### src/hw/rtl/pfp_pkg.sv
// ----------------------------------------------------------------------------
// pfp_pkg
// Constants, types and helpers shared by the particle sensor frame parser.
// ----------------------------------------------------------------------------
`timescale 1ns / 1ps
`default_nettype none

package pfp_pkg;

    localparam logic [7:0] Hdr0 = 8'h42;
    localparam logic [7:0] Hdr1 = 8'h4D;
    localparam logic [7:0] Hdr2 = 8'h00;
    localparam logic [7:0] Hdr3 = 8'h1C;

    // Frame byte positions.
    localparam logic [4:0] PosPayloadFirst = 5'd4;
    localparam logic [4:0] PosPayloadLast  = 5'd27;
    localparam logic [4:0] PosChkHi        = 5'd30;

    localparam int         NumReadings = 12;
    localparam logic [3:0] LastReading = 4'd11;

    localparam int FrameQueueDepth = 2;

    typedef logic [15:0] word_t;

    typedef struct packed {
        logic                         ok;
        word_t [NumReadings-1:0]      words;
    } frame_cmd_t;

    function automatic logic [7:0] header_byte(input logic [1:0] idx);
        logic [7:0] hb;
        unique case (idx)
            2'd0:    hb = Hdr0;
            2'd1:    hb = Hdr1;
            2'd2:    hb = Hdr2;
            default: hb = Hdr3;
        endcase
        return hb;
    endfunction

endpackage

`default_nettype wire

### src/hw/rtl/pfp_front.sv
// ----------------------------------------------------------------------------
// pfp_front
// Byte receiver: tracks the header, the running sum and the payload, and
// hands one command per completed frame to the frame queue.
// ----------------------------------------------------------------------------
`timescale 1ns / 1ps
`default_nettype none

module pfp_front (
    input  wire logic               aclk,
    input  wire logic               aresetn,
    input  wire logic               s_valid,
    output logic                    s_ready,
    input  wire logic [7:0]         s_rx_byte,
    input  wire logic               q_full,
    output logic                    q_push,
    output pfp_pkg::frame_cmd_t     q_push_data
);
    import pfp_pkg::*;

    logic [4:0]               pos_reg, pos_next;
    logic [15:0]              sum_reg, sum_next;
    logic [7:0]               chk_hi_reg, chk_hi_next;
    word_t [NumReadings-1:0]  words_reg, words_next;

    logic       accept;
    logic       last_byte;
    logic [4:0] offset;
    logic [3:0] word_idx;

    // Only the final checksum byte needs room in the queue.
    assign last_byte = (pos_reg == 5'd31);
    assign s_ready   = !last_byte || !q_full;
    assign accept    = s_valid && s_ready;

    assign offset   = pos_reg - PosPayloadFirst;
    assign word_idx = offset[4:1];

    assign q_push_data.ok    = ({chk_hi_reg, s_rx_byte} == sum_reg) && (sum_reg != 16'd0);
    assign q_push_data.words = words_reg;

    always_comb begin
        pos_next    = pos_reg;
        sum_next    = sum_reg;
        chk_hi_next = chk_hi_reg;
        words_next  = words_reg;
        q_push      = 1'b0;
        if (accept) begin
            if (pos_reg < PosPayloadFirst) begin
                if (s_rx_byte == header_byte(pos_reg[1:0])) begin
                    sum_next = sum_reg + {8'd0, s_rx_byte};
                    pos_next = pos_reg + 5'd1;
                end else if (s_rx_byte == Hdr0) begin
                    // A stray first header byte restarts the frame here.
                    sum_next = {8'd0, Hdr0};
                    pos_next = 5'd1;
                end else begin
                    sum_next = 16'd0;
                    pos_next = 5'd0;
                end
            end else if (pos_reg < PosChkHi) begin
                if (pos_reg <= PosPayloadLast) begin
                    if (!offset[0]) begin
                        words_next[word_idx][15:8] = s_rx_byte;
                    end else begin
                        words_next[word_idx][7:0] = s_rx_byte;
                    end
                end
                sum_next = sum_reg + {8'd0, s_rx_byte};
                pos_next = pos_reg + 5'd1;
            end else if (pos_reg == PosChkHi) begin
                chk_hi_next = s_rx_byte;
                pos_next    = pos_reg + 5'd1;
            end else begin
                q_push   = 1'b1;
                sum_next = 16'd0;
                pos_next = 5'd0;
            end
        end
    end

    always_ff @(posedge aclk) begin
        if (!aresetn) begin
            pos_reg <= 5'd0;
            sum_reg <= 16'd0;
        end else begin
            pos_reg <= pos_next;
            sum_reg <= sum_next;
        end
    end

    always_ff @(posedge aclk) begin
        chk_hi_reg <= chk_hi_next;
        words_reg  <= words_next;
    end

endmodule

`default_nettype wire

### src/hw/rtl/pfp_fifo.sv
// ----------------------------------------------------------------------------
// pfp_fifo
// Short queue of completed frame commands between receiver and emitter.
// ----------------------------------------------------------------------------
`timescale 1ns / 1ps
`default_nettype none

module pfp_fifo (
    input  wire logic                 aclk,
    input  wire logic                 aresetn,
    input  wire logic                 push,
    input  wire pfp_pkg::frame_cmd_t  push_data,
    output logic                      full,
    input  wire logic                 pop,
    output pfp_pkg::frame_cmd_t       head,
    output logic                      empty
);
    import pfp_pkg::*;

    localparam int PtrW = (FrameQueueDepth > 1) ? $clog2(FrameQueueDepth) : 1;
    localparam int CntW = $clog2(FrameQueueDepth + 1);
    localparam logic [PtrW-1:0] PtrLast = PtrW'(FrameQueueDepth - 1);
    localparam logic [CntW-1:0] CntFull = CntW'(FrameQueueDepth);

    frame_cmd_t           entry_reg [FrameQueueDepth];
    logic [PtrW-1:0]      wr_ptr_reg, wr_ptr_next;
    logic [PtrW-1:0]      rd_ptr_reg, rd_ptr_next;
    logic [CntW-1:0]      count_reg, count_next;
    logic                 do_push, do_pop;

    assign full    = (count_reg == CntFull);
    assign empty   = (count_reg == '0);
    assign do_push = push && !full;
    assign do_pop  = pop && !empty;
    assign head    = entry_reg[rd_ptr_reg];

    always_comb begin
        wr_ptr_next = wr_ptr_reg;
        rd_ptr_next = rd_ptr_reg;
        count_next  = count_reg;
        if (do_push) begin
            wr_ptr_next = (wr_ptr_reg == PtrLast) ? '0 : wr_ptr_reg + 1'b1;
        end
        if (do_pop) begin
            rd_ptr_next = (rd_ptr_reg == PtrLast) ? '0 : rd_ptr_reg + 1'b1;
        end
        if (do_push && !do_pop) begin
            count_next = count_reg + 1'b1;
        end else if (do_pop && !do_push) begin
            count_next = count_reg - 1'b1;
        end
    end

    always_ff @(posedge aclk) begin
        if (!aresetn) begin
            wr_ptr_reg <= '0;
            rd_ptr_reg <= '0;
            count_reg  <= '0;
        end else begin
            wr_ptr_reg <= wr_ptr_next;
            rd_ptr_reg <= rd_ptr_next;
            count_reg  <= count_next;
        end
    end

    always_ff @(posedge aclk) begin
        if (do_push) begin
            entry_reg[wr_ptr_reg] <= push_data;
        end
    end

endmodule

`default_nettype wire

### src/hw/rtl/pfp_back.sv
// ----------------------------------------------------------------------------
// pfp_back
// Result emitter: turns the frame command at the queue head into twelve
// readings or one failure result, through a registered output stage.
// ----------------------------------------------------------------------------
`timescale 1ns / 1ps
`default_nettype none

module pfp_back (
    input  wire logic                 aclk,
    input  wire logic                 aresetn,
    input  wire pfp_pkg::frame_cmd_t  head,
    input  wire logic                 empty,
    output logic                      pop,
    output logic                      m_valid,
    input  wire logic                 m_ready,
    output logic                      m_frame_ok,
    output logic [3:0]                m_reading_index,
    output logic [15:0]               m_reading_value,
    output logic                      m_last_of_frame
);
    import pfp_pkg::*;

    logic        valid_reg, valid_next;
    logic [3:0]  idx_reg, idx_next;
    logic        ok_reg;
    logic [3:0]  index_reg;
    logic [15:0] value_reg;
    logic        last_reg;
    logic        load;
    logic        take;
    logic        head_last;

    // The output stage reloads whenever it is empty or its result transfers.
    assign load      = !valid_reg || m_ready;
    assign take      = load && !empty;
    assign head_last = !head.ok || (idx_reg == LastReading);
    assign pop       = take && head_last;

    always_comb begin
        valid_next = valid_reg;
        idx_next   = idx_reg;
        if (load) begin
            valid_next = !empty;
        end
        if (take) begin
            idx_next = head_last ? 4'd0 : idx_reg + 4'd1;
        end
    end

    always_ff @(posedge aclk) begin
        if (!aresetn) begin
            valid_reg <= 1'b0;
            idx_reg   <= 4'd0;
        end else begin
            valid_reg <= valid_next;
            idx_reg   <= idx_next;
        end
    end

    always_ff @(posedge aclk) begin
        if (take) begin
            ok_reg    <= head.ok;
            index_reg <= head.ok ? idx_reg : 4'd0;
            value_reg <= head.ok ? head.words[idx_reg] : 16'd0;
            last_reg  <= head_last;
        end
    end

    assign m_valid         = valid_reg;
    assign m_frame_ok      = ok_reg;
    assign m_reading_index = index_reg;
    assign m_reading_value = value_reg;
    assign m_last_of_frame = last_reg;

endmodule

`default_nettype wire

### src/hw/rtl/particle_sensor_frame_parser.sv
// Input: one byte per cycle; s_ready falls only for a final byte while the queue is full.
// Output: results pass the frame queue and output register; one per cycle while m_ready.
// A good frame gives twelve results, a bad one a single result.
// The frame queue holds two completed frames, so readings drain while the next frame arrives.
// Reset (aresetn low, synchronous) clears position, sum, queue pointers and output valid.
// Payload and checksum registers are not reset.
// ----------------------------------------------------------------------------
// particle_sensor_frame_parser
// Checks 32-byte particle sensor frames and emits their readings.
// ----------------------------------------------------------------------------
`timescale 1ns / 1ps
`default_nettype none

module particle_sensor_frame_parser (
    input  wire logic        aclk,
    input  wire logic        aresetn,
    input  wire logic        s_valid,
    output logic             s_ready,
    input  wire logic [7:0]  s_rx_byte,
    output logic             m_valid,
    input  wire logic        m_ready,
    output logic             m_frame_ok,
    output logic [3:0]       m_reading_index,
    output logic [15:0]      m_reading_value,
    output logic             m_last_of_frame
);
    import pfp_pkg::*;

    frame_cmd_t push_data;
    frame_cmd_t head;
    logic       push, full, pop, empty;

    pfp_front u_front (
        .aclk        (aclk),
        .aresetn     (aresetn),
        .s_valid     (s_valid),
        .s_ready     (s_ready),
        .s_rx_byte   (s_rx_byte),
        .q_full      (full),
        .q_push      (push),
        .q_push_data (push_data)
    );

    pfp_fifo u_fifo (
        .aclk      (aclk),
        .aresetn   (aresetn),
        .push      (push),
        .push_data (push_data),
        .full      (full),
        .pop       (pop),
        .head      (head),
        .empty     (empty)
    );

    pfp_back u_back (
        .aclk            (aclk),
        .aresetn         (aresetn),
        .head            (head),
        .empty           (empty),
        .pop             (pop),
        .m_valid         (m_valid),
        .m_ready         (m_ready),
        .m_frame_ok      (m_frame_ok),
        .m_reading_index (m_reading_index),
        .m_reading_value (m_reading_value),
        .m_last_of_frame (m_last_of_frame)
    );

endmodule

`default_nettype wire

### config.mk
export PLATFORM = sky130hd
export DESIGN_NAME = particle_sensor_frame_parser
export DESIGN_NICKNAME = d
export VERILOG_FILES = /design/src/hw/rtl/pfp_pkg.sv /design/src/hw/rtl/pfp_front.sv /design/src/hw/rtl/pfp_fifo.sv /design/src/hw/rtl/pfp_back.sv /design/src/hw/rtl/particle_sensor_frame_parser.sv
export SDC_FILE = /design/constraint.sdc
export NUM_CORES = 1
export LEC_CHECK = 0
export ABC_AREA = 1
export BUFFER_PORTS_ARGS = -buffer_cell sky130_fd_sc_hd__buf_2
export CORE_MARGIN = 5
export CORE_UTILIZATION = 57
export DETAILED_ROUTE_END_ITERATION = 16
export PLACE_DENSITY = 0.79
export SYNTH_ARGS = -nofsm -noshare
export SYNTH_HDL_FRONTEND = slang
export SYNTH_SLANG_ARGS = --single-unit
### constraint.sdc
create_clock -name aclk -period 10.4 [get_ports aclk]
set_input_delay 0 -clock aclk [delete_from_list [all_inputs] [get_ports aclk]]
set_output_delay 0 -clock aclk [all_outputs]
set_load 0.005 [all_outputs]
==> flow_summary.yaml <==
route:
  drc: 0
  initialDrtViolationCount: 2349
  antenna_left: 0
  dr_total_vias: 17410
  viasPerCell: 5.851
  wl_microns: 59970
  drt_first_pass_iters: 6
  wl_per_cell_microns: 20.16
cts:
  cts_resized: 0
  cts_setup_buffers: 0
  hold_buffers: 11
  cts_root_buf: "clkbuf_16"
  clk_pin_slew_ps: 60
  clk_latency_ps: 610
  numCtsBuffers: 60
  htreeDepth: 2
  clock_sinks: 639
  cts_tree: "done"
  clockBufferDepth: 3
synthesis:
  synth_top_family_by_area: "simple AND/OR/NAND/NOR gates"
  synth_cell_type_count: 36
  syn_area_sq_um: 26590
  synth_area_leaders: "edfxtp_1 69%, nand2_1 6.4%, nand3_1 4.3%, nor3_1 3.7%, inv_1 3.5%"
  synth_xor_area_share_pct: 0.4611
  ys.warnings.count: 0
  yosys.cell_count.top_type: "edfxtp_1"
  yosysTopAreaCellShare_pct: 68.65
  synth_cells: 2326
  syn_nets: 2359
  yosys.area.top_type: "edfxtp_1"
  yosys-top-cells-count: "608 x edfxtp_1, 456 x nand2_1, 247 x inv_1"
  synth_edf_count: 608
  synth_flop_cell: "edfxtp_1"
  avgSynthCellArea_sq_um: 11.43
  synth-seq-cells: 639
  synth_compound_area_share_pct: 3.529
  ys_seq_area_share_pct: 70.99
  synthAdderAreaFrac_pct: 1.016
  synthMuxAreaShare_pct: 0
  async_reset_ff_share_pct: 0
  synthSimpleGateAreaFrac_pct: 17.65
global_routing:
  antenna_found_initial: 0
  overflow: 0
  grt_max_degree: 194
  grtUsageTotal_pct: 23.18
  grt_pass1_vias: 16730
  grt_pass1_wl_microns: 91900
place:
  io_buffers: 35
  place_congestion: 0.8479
  dpl.hpwl_microns: 34370
  dpl_worst_slack_ps: 5595
  placed_cells: 2855
floorplan:
  die_x_microns: 226
  start_util_pct: 57.37
  die_area_sq_um: 51080
  core_sq_um: 46360
  rows: 79
  die_h_microns: 226
  ios: 36
final_layout:
  num_antenna_cells: 0
  largest_reg_flops: 386
  instances_no_fill: 2975
  post-route-util_pct: 62.65
  area_growth_pct: 9.207
  final_nets: 2354
  final_layout_size_suffix_gt1_share_pct: 7.348
critical_path:
  crit_fanout: 104
  required_ps: 10630
  cpMostUsedCell: "buf_4"
  critPathCaptureType: "flop"
  critPathLaunchType: "flop"
  cp_slowest_cell: "dfxtp_4"
  worstSetupPathType: "flop to flop"
  path_cells: "inv_2 > buf_4 > ha_1 > nand2_1 > nand2_1 > nor3_1 > inv_1 > nor2_4 > buf_4 > buf_4"
  critPathMaxStageDelay_ps: 1080
  cp.arrival_ps: 5080
job:
  drv_cap: 0
power_and_ir_drop:
  leakagePower_nw: 10.70
  ir_worst_vdd_mv: 0.1282
  power_density_nw_per_um2: 187.0
timing:
  fin_skew_ps: 14.75
  layout_min_cycle_time_ps: 4849
  slew_headroom_pct: 17.51
  fmax_ghz: 0.2062
  finalSetupTns_ps: 0
  period_share_pct: 46.63
  rsz0062_at_grt: "no"
  finalSetupViolCount: 0
  fin_ws_ps: 5551
  tightest_slew_ps: 1237
  hold_viol: 0
  maxSlewViolCount: 0
status:
  outcome: "complete, no violations"
min_path:
  min_path_type: "input port to flop"
## cell usage in the layout (no fill, tap or decap), drive strengths merged
master	count
edfxtp	608
nor3	197
dlygate4sd3	11
nand4	8
nor4	7
xor2	11
a211oi	2
dfxtp	31
o211ai	34
nor2	171
or2	3
o21ai	88
nand2	469
a221oi	1
xnor2	3
nor3b	1
ha	20
a21oi	40
fa	1
o22ai	1
inv	255
bufinv	5
clkinv	40
a21boi	1
buf	59
nand3	228
clkbuf	70
clkinvlp	3
## through the flow
stage | power [mW] | hold slack (ps) | instance area [sq um]
3_5_place_dp | 3.393 | 271.7 | 27070
5_1_grt | 5.600 | 218.7 | 29040
6_report | 5.432 | 215.9 | 29040
3_3_place_gp | 3.381 | 276.5 | 27070
2_1_floorplan | 3.209 | 98.87 | 26590
4_1_cts | 5.436 | 181.8 | 29040
## power by group
part / internal [mW] / total, mW / switching [mW]
Clock: 1.19 / 2.08 / 0.892
Sequential: 2.80 / 2.84 / 0.0355
Combinational: 0.132 / 0.517 / 0.384
Total: 4.12 / 5.43 / 1.31
## worst paths after layout
kind	from	end	slack [ps]	cells past startpoint
setup / recovery	u_front.pos_reg[0]$_SDFFE_PN0N_	u_fifo.entry_reg[1][160]$_DFFE_PP_	5550	10
hold reg to reg	u_front.q_push_data[85]$_DFFE_PP_	u_fifo.entry_reg[1][85]$_DFFE_PP_	440	0
hold / removal	s_rx_byte[3]	u_front.chk_hi_reg[3]$_DFFE_PP_	220	2
setup reg to reg	u_front.pos_reg[0]$_SDFFE_PN0N_	u_fifo.entry_reg[1][160]$_DFFE_PP_	5550	10
## critical path: cells and delay by family, from the launching register on
family	cells	cell delay [ps]
fa+ha+maj	1	370
buf+inv	5	2190
flops	1	1080
simple gates	4	640
## logic make-up (layout without fill, tap and decap cells)
kind of cell    count (synthesis)  count (layout)
xor+xnor                       14              14
simple gates                 1084            1084
compound gates                167             167
fa+ha+maj                      21              21
flops                         639             639
buf+inv                       401             443
## cell type report
class | instances | area (sq um)
clock buffer | 70 | 1560
tap | 607 | 759.5
clock inverter | 39 | 302.8
inverter | 264 | 996.0
timing repair buffer | 70 | 478.0
fill | 3265 | 17320
multi-input combinational | 1286 | 6056
sequential | 639 | 18890
## per-layer routing
metal  vias up  global-route usage [%]  wire [microns]
met5         -                       0               0
met4         0                   8.844            1999
met3       136                   3.549            5620
met2       950                   38.31           29450
met1      8354                   31.51           22900
li1       7966                       -               -
(Power assumes the default switching activity.)
